$ cat src/rtl/pfa_pkg.sv
// pfa_pkg: shared types, codes and defaults of the paged frame allocator.
// No dependencies.
`timescale 1ns / 1ps
`default_nettype none
package pfa_pkg;

  localparam int NUM_FRAMES_DEF = 256;
  localparam int MAX_PROCS_DEF  = 16;

  typedef enum logic [2:0] {
    ST_ALLOC    = 3'd0,
    ST_RESIDENT = 3'd1,
    ST_NO_SPACE = 3'd2,
    ST_RELEASED = 3'd3,
    ST_NOT_RES  = 3'd4,
    ST_ZERO     = 3'd5,
    ST_EVICTED  = 3'd6
  } status_e;

  typedef enum logic {
    REG_FRAME_SHIFT = 1'b0,
    REG_FRAME_COUNT = 1'b1
  } reg_e;

  typedef enum logic [3:0] {
    CMD_NONE, CMD_LOAD, CMD_SCAN_START, CMD_SCAN_NEXT, CMD_MARK,
    CMD_REL_START, CMD_REL_WR, CMD_REL_LINK, CMD_REL_END,
    CMD_TAKE_START, CMD_TAKE_RD, CMD_TAKE_WR, CMD_TAKE_END, CMD_EMIT
  } cmd_e;

  typedef enum logic [3:0] {
    S_IDLE, S_DECIDE, S_FIND, S_CHECK, S_SCAN, S_REL_PRE, S_REL_INIT,
    S_REL_CHK, S_REL_LINK, S_TAKE_CHK, S_TAKE_WR, S_EMIT
  } state_e;

  typedef struct packed {
    cmd_e    op;
    status_e st;
    logic    last;
  } pfa_cmd_t;

  typedef struct packed {
    logic req_type;
    logic pid_oor;
    logic resident;
    logic need_zero;
    logic short_free;
    logic scan_end;
    logic scan_hit;
    logic scan_match;
    logic rel_done;
    logic take_done;
    logic out_free;
  } pfa_stat_t;

endpackage
`default_nettype wire

$ cat src/rtl/pfa_ctrl.sv
// pfa_ctrl: request sequencer; issues datapath commands.
// Depends on pfa_pkg.
`timescale 1ns / 1ps
`default_nettype none
module pfa_ctrl (
  input  wire logic              clk_i,
  input  wire logic              rst_ni,
  input  wire logic              in_valid_i,
  output logic                   in_ready_o,
  input  wire pfa_pkg::pfa_stat_t stat_i,
  output pfa_pkg::pfa_cmd_t      cmd_o
);

  pfa_pkg::state_e  state_q, state_d;
  pfa_pkg::status_e st_q, st_d;
  logic             last_q, last_d;

  always_ff @(posedge clk_i or negedge rst_ni) begin
    if (!rst_ni) begin
      state_q <= pfa_pkg::S_IDLE;
      st_q    <= pfa_pkg::ST_ALLOC;
      last_q  <= 1'b1;
    end else begin
      state_q <= state_d;
      st_q    <= st_d;
      last_q  <= last_d;
    end
  end

  always_comb begin
    state_d    = state_q;
    st_d       = st_q;
    last_d     = last_q;
    in_ready_o = 1'b0;
    cmd_o      = '{op: pfa_pkg::CMD_NONE, st: st_q, last: last_q};
    case (state_q)
      pfa_pkg::S_IDLE: begin
        in_ready_o = 1'b1;
        if (in_valid_i) begin
          cmd_o.op = pfa_pkg::CMD_LOAD;
          state_d  = pfa_pkg::S_DECIDE;
        end
      end
      pfa_pkg::S_DECIDE: begin
        last_d = 1'b1;
        if (stat_i.req_type) begin
          if (stat_i.pid_oor || !stat_i.resident) begin
            st_d    = pfa_pkg::ST_NOT_RES;
            state_d = pfa_pkg::S_EMIT;
          end else begin
            cmd_o.op = pfa_pkg::CMD_SCAN_START;
            state_d  = pfa_pkg::S_FIND;
          end
        end else if (stat_i.pid_oor) begin
          st_d    = pfa_pkg::ST_NO_SPACE;
          state_d = pfa_pkg::S_EMIT;
        end else if (stat_i.resident) begin
          st_d    = pfa_pkg::ST_RESIDENT;
          state_d = pfa_pkg::S_EMIT;
        end else if (stat_i.need_zero) begin
          st_d    = pfa_pkg::ST_ZERO;
          state_d = pfa_pkg::S_EMIT;
        end else begin
          state_d = pfa_pkg::S_CHECK;
        end
      end
      pfa_pkg::S_FIND: begin
        if (stat_i.scan_end) begin
          state_d = pfa_pkg::S_REL_PRE;
        end else if (stat_i.scan_match) begin
          cmd_o.op = pfa_pkg::CMD_MARK;
          state_d  = pfa_pkg::S_REL_PRE;
        end else begin
          cmd_o.op = pfa_pkg::CMD_SCAN_NEXT;
        end
      end
      pfa_pkg::S_CHECK: begin
        if (stat_i.short_free) begin
          cmd_o.op = pfa_pkg::CMD_SCAN_START;
          state_d  = pfa_pkg::S_SCAN;
        end else begin
          cmd_o.op = pfa_pkg::CMD_TAKE_START;
          state_d  = pfa_pkg::S_TAKE_CHK;
        end
      end
      pfa_pkg::S_SCAN: begin
        if (stat_i.scan_end) begin
          st_d    = pfa_pkg::ST_NO_SPACE;
          last_d  = 1'b1;
          state_d = pfa_pkg::S_EMIT;
        end else if (stat_i.scan_hit) begin
          cmd_o.op = pfa_pkg::CMD_MARK;
          state_d  = pfa_pkg::S_REL_PRE;
        end else begin
          cmd_o.op = pfa_pkg::CMD_SCAN_NEXT;
        end
      end
      pfa_pkg::S_REL_PRE: state_d = pfa_pkg::S_REL_INIT;
      pfa_pkg::S_REL_INIT: begin
        cmd_o.op = pfa_pkg::CMD_REL_START;
        state_d  = pfa_pkg::S_REL_CHK;
      end
      pfa_pkg::S_REL_CHK: begin
        if (stat_i.rel_done) begin
          cmd_o.op = pfa_pkg::CMD_REL_END;
          st_d     = stat_i.req_type ? pfa_pkg::ST_RELEASED : pfa_pkg::ST_EVICTED;
          last_d   = stat_i.req_type;
          state_d  = pfa_pkg::S_EMIT;
        end else begin
          cmd_o.op = pfa_pkg::CMD_REL_WR;
          state_d  = pfa_pkg::S_REL_LINK;
        end
      end
      pfa_pkg::S_REL_LINK: begin
        cmd_o.op = pfa_pkg::CMD_REL_LINK;
        state_d  = pfa_pkg::S_REL_CHK;
      end
      pfa_pkg::S_TAKE_CHK: begin
        if (stat_i.take_done) begin
          cmd_o.op = pfa_pkg::CMD_TAKE_END;
          st_d     = pfa_pkg::ST_ALLOC;
          last_d   = 1'b1;
          state_d  = pfa_pkg::S_EMIT;
        end else begin
          cmd_o.op = pfa_pkg::CMD_TAKE_RD;
          state_d  = pfa_pkg::S_TAKE_WR;
        end
      end
      pfa_pkg::S_TAKE_WR: begin
        cmd_o.op = pfa_pkg::CMD_TAKE_WR;
        state_d  = pfa_pkg::S_TAKE_CHK;
      end
      pfa_pkg::S_EMIT: begin
        if (stat_i.out_free) begin
          cmd_o.op = pfa_pkg::CMD_EMIT;
          state_d  = last_q ? pfa_pkg::S_IDLE : pfa_pkg::S_CHECK;
        end
      end
      default: state_d = pfa_pkg::S_IDLE;
    endcase
  end

endmodule
`default_nettype wire

$ cat config.mk
export PLATFORM = sky130hd
export DESIGN_NAME = pfa_ctrl
export DESIGN_NICKNAME = d
export VERILOG_FILES = /design/src/rtl/pfa_pkg.sv /design/src/rtl/pfa_ctrl.sv
export SDC_FILE = /design/constraint.sdc
export NUM_CORES = 1
export LEC_CHECK = 0
export ABC_CLOCK_PERIOD_IN_PS = 2100
export BUFFER_PORTS_ARGS = -buffer_cell sky130_fd_sc_hd__buf_2
export CORE_MARGIN = 2
export CORE_UTILIZATION = 48
export CTS_CLUSTER_SIZE = 10
export DETAILED_ROUTE_END_ITERATION = 10
export GPL_ROUTABILITY_DRIVEN = 0
export PLACE_DENSITY_LB_ADDON = 0.25
export SYNTH_ARGS = -nofsm -noshare
export SYNTH_HDL_FRONTEND = slang
export SYNTH_SLANG_ARGS = --single-unit
$ cat constraint.sdc
create_clock -name clk_i -period 2.1 [get_ports clk_i]
set_input_delay 0.105 -clock clk_i [delete_from_list [all_inputs] [get_ports clk_i]]
set_output_delay 0.105 -clock clk_i [all_outputs]
set_load 0.005 [all_outputs]
==> results of run 1 <==
[stage by stage]
stage                      util  area (sq um)  worst slack (ns)
final                     0.584          1130             0.184
after floorplan               -           987             0.518
after detailed placement  0.561          1090             0.175
after global routing      0.584          1130            0.0395
after global placement    0.561          1090             0.243
after CTS                 0.579          1120            0.0260
[per-layer routing]
| layer | wire length (um) | vias to the layer above | share of wire |
|---|---|---|---|
| met5 | 0 | - | 0 |
| li1 | - | 510 | - |
| met1 | 1150 | 465 | 0.46 |
| met2 | 1140 | 40 | 0.46 |
| met3 | 146 | 6 | 0.059 |
| met4 | 53 | 0 | 0.021 |
[critical path, stage by stage (launching register included)]
cell	delay (ns)
dfrtp_1	0.54
nor2_1	0.26
nor4b_2	0.37
a21oi_2	0.12
o211ai_1	0.12
buf_2	0.14
[flip-flops by register name, indices dropped and copies added, names as in the netlist]
name	cells
last_q	1
st_q	3
state_q	4
[cells in the mapped netlist (2+ instances only)]
master	instances	share of area
mux2i_1	2	0.020
nor2b_1	2	0.013
buf_6	3	0.034
mux2_4	3	0.046
nor2_2	2	0.013
o21ai_0	5	0.025
o21bai_1	2	0.015
nand2_1	7	0.027
inv_1	5	0.019
a32oi_1	2	0.018
a211oi_1	2	0.015
nor4_1	2	0.013
buf_2	4	0.020
dfrtp_1	7	0.18
and3_1	2	0.013
buf_4	4	0.030
nand2b_1	3	0.019
nor2_1	15	0.057
o21ai_1	3	0.015
a21oi_1	15	0.076
o211ai_1	3	0.023
[cell families after synthesis]
| group | count (synthesis) |
|---|---|
| simple gates | 46 |
| compound gates | 49 |
| mux | 5 |
| buf+inv | 17 |
| flops | 8 |
[how the worst max path moves through the flow]
stage                            from                   to  slack, ns  cells past startpoint
4_1_cts        state_q[1]$_DFFE_PN0P_             cmd_o[6]       0.03                      5
3_5_place_dp   state_q[1]$_DFFE_PN0P_  st_q[2]$_DFFE_PN0P_       0.17                      5
5_1_grt        state_q[2]$_DFFE_PN0P_             cmd_o[4]       0.04                      7
2_1_floorplan  state_q[3]$_DFFE_PN0P_  st_q[0]$_DFFE_PN0P_       0.52                      6
3_3_place_gp   state_q[1]$_DFFE_PN0P_  st_q[1]$_DFFE_PN0P_       0.24                      5
6_report       state_q[0]$_DFFE_PN0P_             cmd_o[5]       0.18                      5
[cell type report]
type | instances | area (sq um)
clock buffers | 4 | 26.3
flip-flops and latches | 8 | 205
fillers | 193 | 808
multi-input cells | 100 | 684
repair buffers | 29 | 165
inverters | 5 | 18.8
well taps | 27 | 33.8
[power by group through the flow]
stage / clock [uW] / sequential [uW] / combinational [uW]
finish: 130 / 425 / 1170
global route: 141 / 442 / 1310
CTS: 133 / 412 / 1170
detailed placement: 0 / 415 / 1160
global placement: 0 / 408 / 1150
floorplan: 0 / 293 / 1030
[timing repair]
action	CTS	global route
hold buffers	1	0
endpoints found under the setup margin	0	4
resized for setup	0	4
hold endpoints to repair	8	0
==> impl_results.md, run 1 <==
- H-tree depth: 1
- Site Rows: 16
- Final setup violation count: 0
- PortBufs: 22
- Worst Reg-to-Reg Cells: 5
- DR DRC count: 0
- Fraction of registers with async set/reset: 1.00
- GR Util met2: 0.360
- Worst Tran Pin Value: 0.431 ns
- Routed WL per cell: 14.4 um
- Most common cell after layout, fill and taps aside: buf_2
- Worst Hold Path EP: state_q[2]$_DFFE_PN0P_
- Core Box Area: 1940 sq um
- M3 GR Usage: 0.0368
- EDFF count, synth: 0
- Die Wd: 49.4 um
- Global-route wire length before repair: 4.37 mm
- Largest family of logic cells by synthesized area: compound AO/OA/AOI/OAI gates
- Worst-Skew Late Latency: 0.26 ns
- Critical Path RT: 2.00 ns
- RSZ-0062 raised after global routing: no
- Worst reg2reg setup slack: 0.27 ns
- Period utilization: 0.912
- Synth unique cells: 53
- Cell area after synthesis: 987 sq um
- Initial Util: 0.508
- Worst-path fanout max: 12
- CTS Buf Count: 3
- Via count: 1021
- Hold path depth: 3
- Io pins: 23
- Comb pwr share: 0.679
- Post-synth top flop: dfrtp_1
- Worst IR Drop VDD: 0.736 mV
- Dpl hpwl: 1.95 mm
- Ant. Diodes: 0
- Sw power: 834 uW
- Root Driver: clkbuf_4
- Synthesis-to-layout area growth: 14.8%
- Commonest cells after routing, fill and taps aside: buf_2 (22), nor2_1 (15), a21oi_1 (15)
- Via density: 5.90
- YS warnings: 0
- Setup Buffers After CTS: 0
- Avg Inst Size Synth: 7.90 sq um
- P per Cell Area: 1530 nW/um^2
- Most crowded layer after global routing: met2
- CTS sink count: 8
- Switching part of the total: 0.482
- Slew headroom: 0.713
- Clock transition at path regs: 0.06 ns
- Total grt overflow: 0
- Min Hold Slack: 0.182 ns
- HP Class: input port to register
- Die height: 49.4 um
- Reg2reg start: state_q[1]$_DFFE_PN0P_
- Max Cap Violations: 0
- Nets: 161
- Clk network pwr share: 0.075
- Clk_skew: 0.0168 ns
- Vias in the first global route: 960
- Synth Area in Simple Gates: 0.276
- Die area: 2440 sq um
- Status: completed
- Synth Net Count: 139
- Crit Path Class: register to output pin
- Compound-Gate Fraction of Synth Area: 0.346
- Static leakage: 0.000496 uW
- CTS tree: yes
- DR pass1 iterations: 4
- Initial DRC Count: 45
- Post-layout minimum cycle time: 1.92 ns
- Placed instance count: 168
- Max Slew Vio Count: 0
- Pint: 896 uW
- CP arrival: 1.81 ns
- Initial antenna violation count: 0
- Gr usage total: 0.229
- Synthesized flop and latch total: 8
- Syn Inst Count: 125
- Share of post-route cells with drive strength above 1: 0.349
- Adder-cell share of the synthesized area: 0
- Setup TNS: 0 ns
- R2r endpoint: st_q[2]$_DFFE_PN0P_
- Max Freq: 522 MHz
- Largest net degree at the start of global routing: 22
- DRT antenna net count: 0
- Register share of total power: 0.246
- Non-Filler Instances: 173
- Hold Vio Cnt, Final: 0
- M1 GR Usage: 0.301
- Drt total wl: 2.49 mm
- Fraction of synthesized area in multiplexers: 0.0659
- Crit. End Element: output pin
- Xor-xnor portion of the synthesized cell area: 0
- Hold wc startpoint: stat_i[4]
- Total power: 1730 uW
- Max Buffers Root-to-Sink: 2
- Critical path startpoint category: register
- Seq/Total Area, Yosys: 0.204
(Power assumes the default switching activity.)
==> run 2: changes to the inputs <==
--- a/config.mk
+++ b/config.mk
@@ -5,10 +5,11 @@
 export SDC_FILE = /design/constraint.sdc
 export NUM_CORES = 1
 export LEC_CHECK = 0
+export ABC_AREA = 1
 export ABC_CLOCK_PERIOD_IN_PS = 2100
 export BUFFER_PORTS_ARGS = -buffer_cell sky130_fd_sc_hd__buf_2
 export CORE_MARGIN = 2
-export CORE_UTILIZATION = 48
+export CORE_UTILIZATION = 40
 export CTS_CLUSTER_SIZE = 10
 export DETAILED_ROUTE_END_ITERATION = 10
 export GPL_ROUTABILITY_DRIVEN = 0
==> run 2 against run 1 <==
Final cell count increased by 18%. Critical endpoint unchanged. Critical path depth increased by 3. Highest routed layer unchanged. Count of clock-buffer cells in the layout did not move. Clock power shrank 7%. Setup slack better by 0.16 ns. Wire length decreased by 8.4%. Final area is 10% lower. Largest cell class unchanged.
==> impl_results.md, run 2 <==
- PostCTS Resize Cnt: 0 (unchanged)
- Die height: 50.0 um (+1.3%)
- Top-count cell post-synth: nand2_1
- Largest cells by area after synthesis: nand2_1 (23%), dfrtp_1 (21%), nand3_1 (10%)
- Period utilization: 0.836 (-0.0769)
- CTS sink count: 8 (unchanged)
- Vias in the first global route: 916 (-4.6%)
- Synth unique cells: 19 (-64%)
- Worst-path fanout max: 4 (-8)
- Die Wd: 50.0 um (+1.3%)
- Worst path cell trace: inv_2, nand2_1, nor2_1, nand3_1, nand2_1, nor3_1, nand3_1, buf_2
- H-tree depth: 1 (unchanged)
- P per Cell Area: 1400 nW/um^2 (-8.1%)
- Clock transition at path regs: 0.05 ns (about the same)
- PortBufs: 22 (unchanged)
- Largest net degree at the start of global routing: 9 (-59%)
- Io pins: 23 (unchanged)
- Yosys top cell area share: 0.230 (+0.0530)
- Commonest cells after routing, fill and taps aside: nand2_1 (52), nor2_1 (22), buf_2 (22)
- Die area: 2500 sq um (+2.7%)
- CP arrival: 1.65 ns (-0.16 ns)
- Most common cell after layout, fill and taps aside: nand2_1
- Nets: 193 (+20%)
- Setup Buffers After CTS: 0 (unchanged)
- Routed WL per cell: 11.1 um (-23%)
- YS warnings: 0 (unchanged)
- CTS tree: yes
- DR DRC count: 0 (unchanged)
- Via count: 1013 (-0.78%)
- Max Slew Vio Count: 0 (unchanged)
- Synthesis-to-layout area growth: 20.4%
- Setup TNS: 0 ns (unchanged)
- Avg Inst Size Synth: 5.57 sq um (-29%)
- CTS Hold Buffers Added: 1 (unchanged)
- Critical path startpoint category: register
- Largest regs: state_q (4), st_q (3), last_q (1)
- Seq/Total Area, Yosys: 0.238 (+0.0338)
- CTS Buf Count: 3 (unchanged)
- Initial Util: 0.427 (-0.0810)
- RSZ-0062 raised after global routing: no
- Slew headroom: 0.726 (+0.0133)
- Max Freq: 570 MHz (+9.2%)
- Syn Inst Count: 152 (+22%)
- Global-route wire length before repair: 4.00 mm (-8.5%)
- Dpl hpwl: 1.97 mm (+0.76%)
- DR pass1 iterations: 4 (unchanged)
- Max Buffers Root-to-Sink: 2 (unchanged)
- Clk_skew: 0.00308 ns (-0.0137 ns)
- Initial DRC Count: 46 (+2.2%)
- Status: completed
- Worst IR Drop VDD: 0.783 mV (+6.4%)
- Synthesized flop and latch total: 8 (unchanged)
- Share of post-route cells with drive strength above 1: 0.213 (-0.136)
- Total grt overflow: 0 (unchanged)
- Compound-Gate Fraction of Synth Area: 0.0768 (-0.269)
- Adder-cell share of the synthesized area: 0 (unchanged)
- Reg with most FFs: state_q
- Drt total wl: 2.28 mm (-8.4%)
- Core Box Area: 1980 sq um (+2.1%)
- Final setup violation count: 0 (unchanged)
- Max incr delay on CP: 0.44 ns (-0.10 ns)
- Site Rows: 16 (unchanged)
- Ant. Diodes: 0 (unchanged)
- Gr usage total: 0.204 (-0.0250)
- Fraction of synthesized area in multiplexers: 0 (-0.0659)
- Cell taking the most area after synthesis: nand2_1
- HP Class: input port to register
- Hold path depth: 4 (+1)
- Cell area after synthesis: 847 sq um (-14%)
- DRT antenna net count: 0 (unchanged)
- Post-layout minimum cycle time: 1.75 ns (-0.162 ns)
- Initial antenna violation count: 0 (unchanged)
- Worst Tran Pin Value: 0.407 ns (-0.0243 ns)
- EDFF count, synth: 0 (unchanged)
- Post-synth top cells: nand2_1 (52), nor2_1 (22), inv_1 (19)
- Via density: 4.94 (-16%)
- Post-synth top flop: dfrtp_1
- Root Driver: clkbuf_4
- Fraction of registers with async set/reset: 1.00 (unchanged)
- Synth Net Count: 166 (+19%)
- Min Hold Slack: 0.192 ns (+0.0101 ns)
- Critical Path RT: 2.00 ns (about the same)
- Hold Vio Cnt, Final: 0 (unchanged)
- Slowest CP cell: dfrtp_1
- Worst-Skew Late Latency: 0.25 ns (about the same)
- Synth Area in Simple Gates: 0.579 (+0.303)
- Worst Reg-to-Reg Cells: 8 (+3)
- Crit. End Element: output pin
- Largest family of logic cells by synthesized area: simple AND/OR/NAND/NOR gates
- Static leakage: 0.000615 uW (+24%)
- Max Cap Violations: 0 (unchanged)
- Xor-xnor portion of the synthesized cell area: 0 (unchanged)
- Crit Path Class: register to output pin
- Number of flip-flops under the largest register name: 4 (unchanged)
run 2: changes by cell type after synthesis, moves of 4 or more:
| cell | before | now |
|---|---|---|
| nand3_1 | 0 | 17 |
| nand4_1 | 0 | 4 |
| inv_1 | 5 | 19 |
| nand2_1 | 7 | 52 |
| buf_2 | 4 | 0 |
| nor2_1 | 15 | 22 |
| a21oi_1 | 15 | 1 |
run 2: final timing paths:
kind / startpoint / to / slack (ns)
max in group asynchronous: rst_ni / last_q$_DFFE_PN1P_ / 1.63
min in group asynchronous: rst_ni / state_q[0]$_DFFE_PN0P_ / 0.23
max reg2reg: state_q[3]$_DFFE_PN0P_ / st_q[2]$_DFFE_PN0P_ / 0.61
min: stat_i[4] / state_q[2]$_DFFE_PN0P_ / 0.19
max: state_q[3]$_DFFE_PN0P_ / cmd_o[5] / 0.35
min reg2reg: st_q[1]$_DFFE_PN0P_ / st_q[1]$_DFFE_PN0P_ / 0.47
run 2: layer usage:
metal / track usage / wire [um]
met3: 0.0212 / 179
met1: 0.299 / 1090
met4: 0.0648 / 6
met5: 0 / 0
met2: 0.311 / 1000
run 2: power breakdown:
| group | leakage (uW) | total, uW | internal [uW] | switching, uW |
|---|---|---|---|---|
| combinational | 0.000501 | 997 | 358 | 639 |
| clock | 0.0000150 | 121 | 72.4 | 48.6 |
| sequential | 0.0000983 | 312 | 239 | 72.6 |
run 2: kinds of logic after synthesis:
group	after synthesis
and+or+nand+nor	109
buffers and inverters	23
DFF	8
AOI/OAI and AO/OA	12
run 2: critical path: cells and delay by family (launching register included):
family / cells / cell delay [ns]
and+or+nand+nor: 6 / 0.74
DFF: 1 / 0.44
buffers and inverters: 2 / 0.23
run 2: metrics by stage:
stage	cell area (sq um)	util	instances	power (uW)	setup WS, ns
floorplan	847	-	152	1030	0.816
global placement	983	0.496	200	1300	0.623
detailed placement	983	0.496	200	1310	0.615
CTS	1020	0.515	205	1440	0.365
global route	1020	0.515	205	1610	0.155
finish	1020	0.515	205	1430	0.345
run 2: area by class of cell:
type	instances	area [sq um]
multi-input combinational	121	556
timing repair buffer	23	120
sequential	8	201
inverter	22	82.6
tap	27	33.8
fill	202	962
clock buffer	4	26.3
==> run 3: changes to the inputs <==
--- a/config.mk
+++ b/config.mk
@@ -6,7 +6,7 @@
 export NUM_CORES = 1
 export LEC_CHECK = 0
 export ABC_AREA = 1
-export ABC_CLOCK_PERIOD_IN_PS = 2100
+export ABC_CLOCK_PERIOD_IN_PS = 1500
 export BUFFER_PORTS_ARGS = -buffer_cell sky130_fd_sc_hd__buf_2
 export CORE_MARGIN = 2
 export CORE_UTILIZATION = 40
==> constraint.sdc (replaced) <==
create_clock -name clk_i -period 1.5 [get_ports clk_i]
set_input_delay 0.075 -clock clk_i [delete_from_list [all_inputs] [get_ports clk_i]]
set_output_delay 0.075 -clock clk_i [all_outputs]
set_load 0.005 [all_outputs]
==> run 3 against run 2 <==
The flow now finishes with violations (negative setup slack). Highest routed layer unchanged. Largest power group unchanged. Clock skew grew 0.0067 ns. Via count up 15%. Count of clock-buffer cells in the layout did not move. Wire length grew 25%. Sequential share of layout area fell by 3.7 points. Clock power rose by 39%. Flip-flop and latch count stayed put.
==> impl_results.md, run 3 (synthesized netlist as in run 2, its figures left out) <==
- Status: complete, but fails checks
- Violated checks: negative setup slack
- Root Driver: clkbuf_4
- Comb pwr share: 0.752 (+0.055)
- CTS Buf Count: 3 (unchanged)
- Fill cell count: 187 (-7.4%)
- Total power: 2680 uW (+88%)
- Register share of total power: 0.186 (-0.032)
- Die Wd: 50.0 um (unchanged)
- Hold Vio Cnt, Final: 0 (unchanged)
- CTS tree: yes
- Commonest cells after routing, fill and taps aside: nand2_1 (43), buf_2 (22), nor2_1 (18)
- PortBufs: 22 (unchanged)
- Worst-Skew Late Latency: 0.25 ns (about the same)
- Max Freq: 616 MHz
- Worst-path fanout max: 6 (+2)
- CTS sink count: 8 (unchanged)
- Largest net degree at the start of global routing: 9 (unchanged)
- Global-route wire length before repair: 4.42 mm (+11%)
- Initial DRC Count: 51 (+11%)
- Die height: 50.0 um (unchanged)
- Static leakage: 0.000711 uW (+16%)
- Core Box Area: 1980 sq um (unchanged)
- Post-layout minimum cycle time: 1.62 ns
- Vias in the first global route: 1009 (+10%)
- Max Slew Vio Count: 0 (unchanged)
- DR DRC count: 0 (unchanged)
- Non-Filler Instances: 220 (+7.3%)
- Nets: 208 (+7.8%)
- Clk network pwr share: 0.063 (-0.022)
- Switching part of the total: 0.523 (-0.00859)
- Largest regs: state_q (4), st_q (3), last_q (1)
- Clk_skew: 0.00982 ns (+0.00673 ns)
- Site Rows: 16 (unchanged)
- Initial Util: 0.427 (unchanged)
- Finished Cell Area: 1280 sq um (+26%)
- Routed WL per cell: 13.0 um (+17%)
- Dpl hpwl: 1.96 mm (-0.41%)
- DP Worst Slack: -0.00256 ns (-0.617 ns)
- Via density: 5.29 (+7.0%)
- Placed instance count: 201 (+0.50%)
- Io pins: 23 (unchanged)
- Sw power: 1400 uW (+85%)
- Pint: 1280 uW (+91%)
- Post-route setup slack: -0.123 ns (-0.469 ns)
- Crit. End Element: output pin
- DR pass1 iterations: 4 (unchanged)
- RSZ-0062 raised after global routing: yes
- Worst Tran Pin Value: 0.333 ns (-0.0742 ns)
- Total grt overflow: 0 (unchanged)
- Critical path startpoint category: register
- Gr usage total: 0.229 (+0.0248)
- Max Buffers Root-to-Sink: 2 (unchanged)
- Crit Path Class: register to output pin
- Initial antenna violation count: 0 (unchanged)
- Critical Path RT: 1.42 ns (-0.58 ns)
- Final setup violation count: 7 (+7)
- Period utilization: 1.08
- HP Class: input port to asynchronous set/reset pin
- Drt total wl: 2.85 mm (+25%)
- Most common cell after layout, fill and taps aside: nand2_1
- Ant. Diodes: 0 (unchanged)
- CP arrival: 1.55 ns (-0.10 ns)
- Clock transition at path regs: 0.06 ns (about the same)
- P per Cell Area: 2090 nW/um^2 (+49%)
- DRT antenna net count: 0 (unchanged)
- H-tree depth: 1 (unchanged)
- Number of flip-flops under the largest register name: 4 (unchanged)
- Die area: 2500 sq um (unchanged)
- Share of post-route cells with drive strength above 1: 0.420 (+0.206)
- Synthesis-to-layout area growth: 51.4%
- Core Util, Final: 0.647 (+0.133)
- Max Cap Violations: 0 (unchanged)
- Via count: 1163 (+15%)
- Reg with most FFs: state_q
- Slew headroom: 0.776 (+0.0500)
- Worst IR Drop VDD: 1.26 mV (+62%)
- Placed Area: 991 sq um (+0.76%)
-- run 3: changes by cell type in the layout (fill, tap and decap cells not counted), sizes merged --
| cell | delta |
|---|---|
| buf | +15 |
-- run 3: stage by stage --
| step | setup TNS (ns) | hold WS (ns) |
|---|---|---|
| final | -0.418 | 0.194 |
| after global routing | -1.30 | 0.177 |
| after CTS | -0.0848 | 0.176 |
| after detailed placement | -0.00482 | -0.0813 |
| after global placement | -0.0944 | -0.0830 |
| after floorplan | 0 | -0.221 |
-- run 3: routing by layer --
layer,GRT usage,part of all wire,routed length [um],up-vias
met5,0,0,0,-
met4,0.106,0.034,98,0
met3,0.0333,0.087,248,16
met2,0.382,0.48,1370,79
met1,0.288,0.40,1140,499
li1,-,-,-,569
-- run 3: worst max-delay path, cell delays in order (launching register included) --
cell and delay (ns):
dfrtp_2 0.47, buf_6 0.15, nor2_4 0.22, nand2_2 0.10, o21ai_4 0.09, a21oi_2 0.06
nand4_1 0.08, buf_2 0.13
-- run 3: timing repair --
action,in CTS,in global routing
hold endpoints to repair,8,0
gates cloned,0,0
setup endpoints to repair,8,12
hold buffers,1,0
resized for setup,33,13
pin swaps,7,10
setup buffers,5,9
-- run 3: power groups by stage --
stage          combinational, uW  sequential, uW  clock [uW]
2_1_floorplan               1020             432           0
3_3_place_gp                1420             439           0
3_5_place_dp                1420             444           0
4_1_cts                     1640             504         175
5_1_grt                     2220             513         199
6_report                    2020             498         168
-- run 3: layout make-up --
class | instances | area, sq um | share of cell area
Clock buffer | 4 | 26.3 | 0.0205
Inverter | 22 | 87.6 | 0.0683
Multi-Input combinational cell | 121 | 681 | 0.531
Sequential cell | 8 | 206 | 0.161
Tap cell | 27 | 33.8 | 0.0263
Timing Repair Buffer | 38 | 248 | 0.193
-- run 3: worst paths after layout --
path	depth (start not counted)	from	slack (ns)	endpoint
hold / removal	2	rst_ni	0.19	state_q[0]$_DFFE_PN0P_
setup / recovery	7	state_q[1]$_DFFE_PN0P_	-0.12	cmd_o[4]
hold reg to reg	2	st_q[1]$_DFFE_PN0P_	0.48	st_q[1]$_DFFE_PN0P_
setup reg to reg	9	state_q[1]$_DFFE_PN0P_	-0.03	st_q[2]$_DFFE_PN0P_
max in group asynchronous	2	rst_ni	1.06	last_q$_DFFE_PN1P_
min in group clk_i	5	stat_i[7]	0.20	state_q[3]$_DFFE_PN0P_
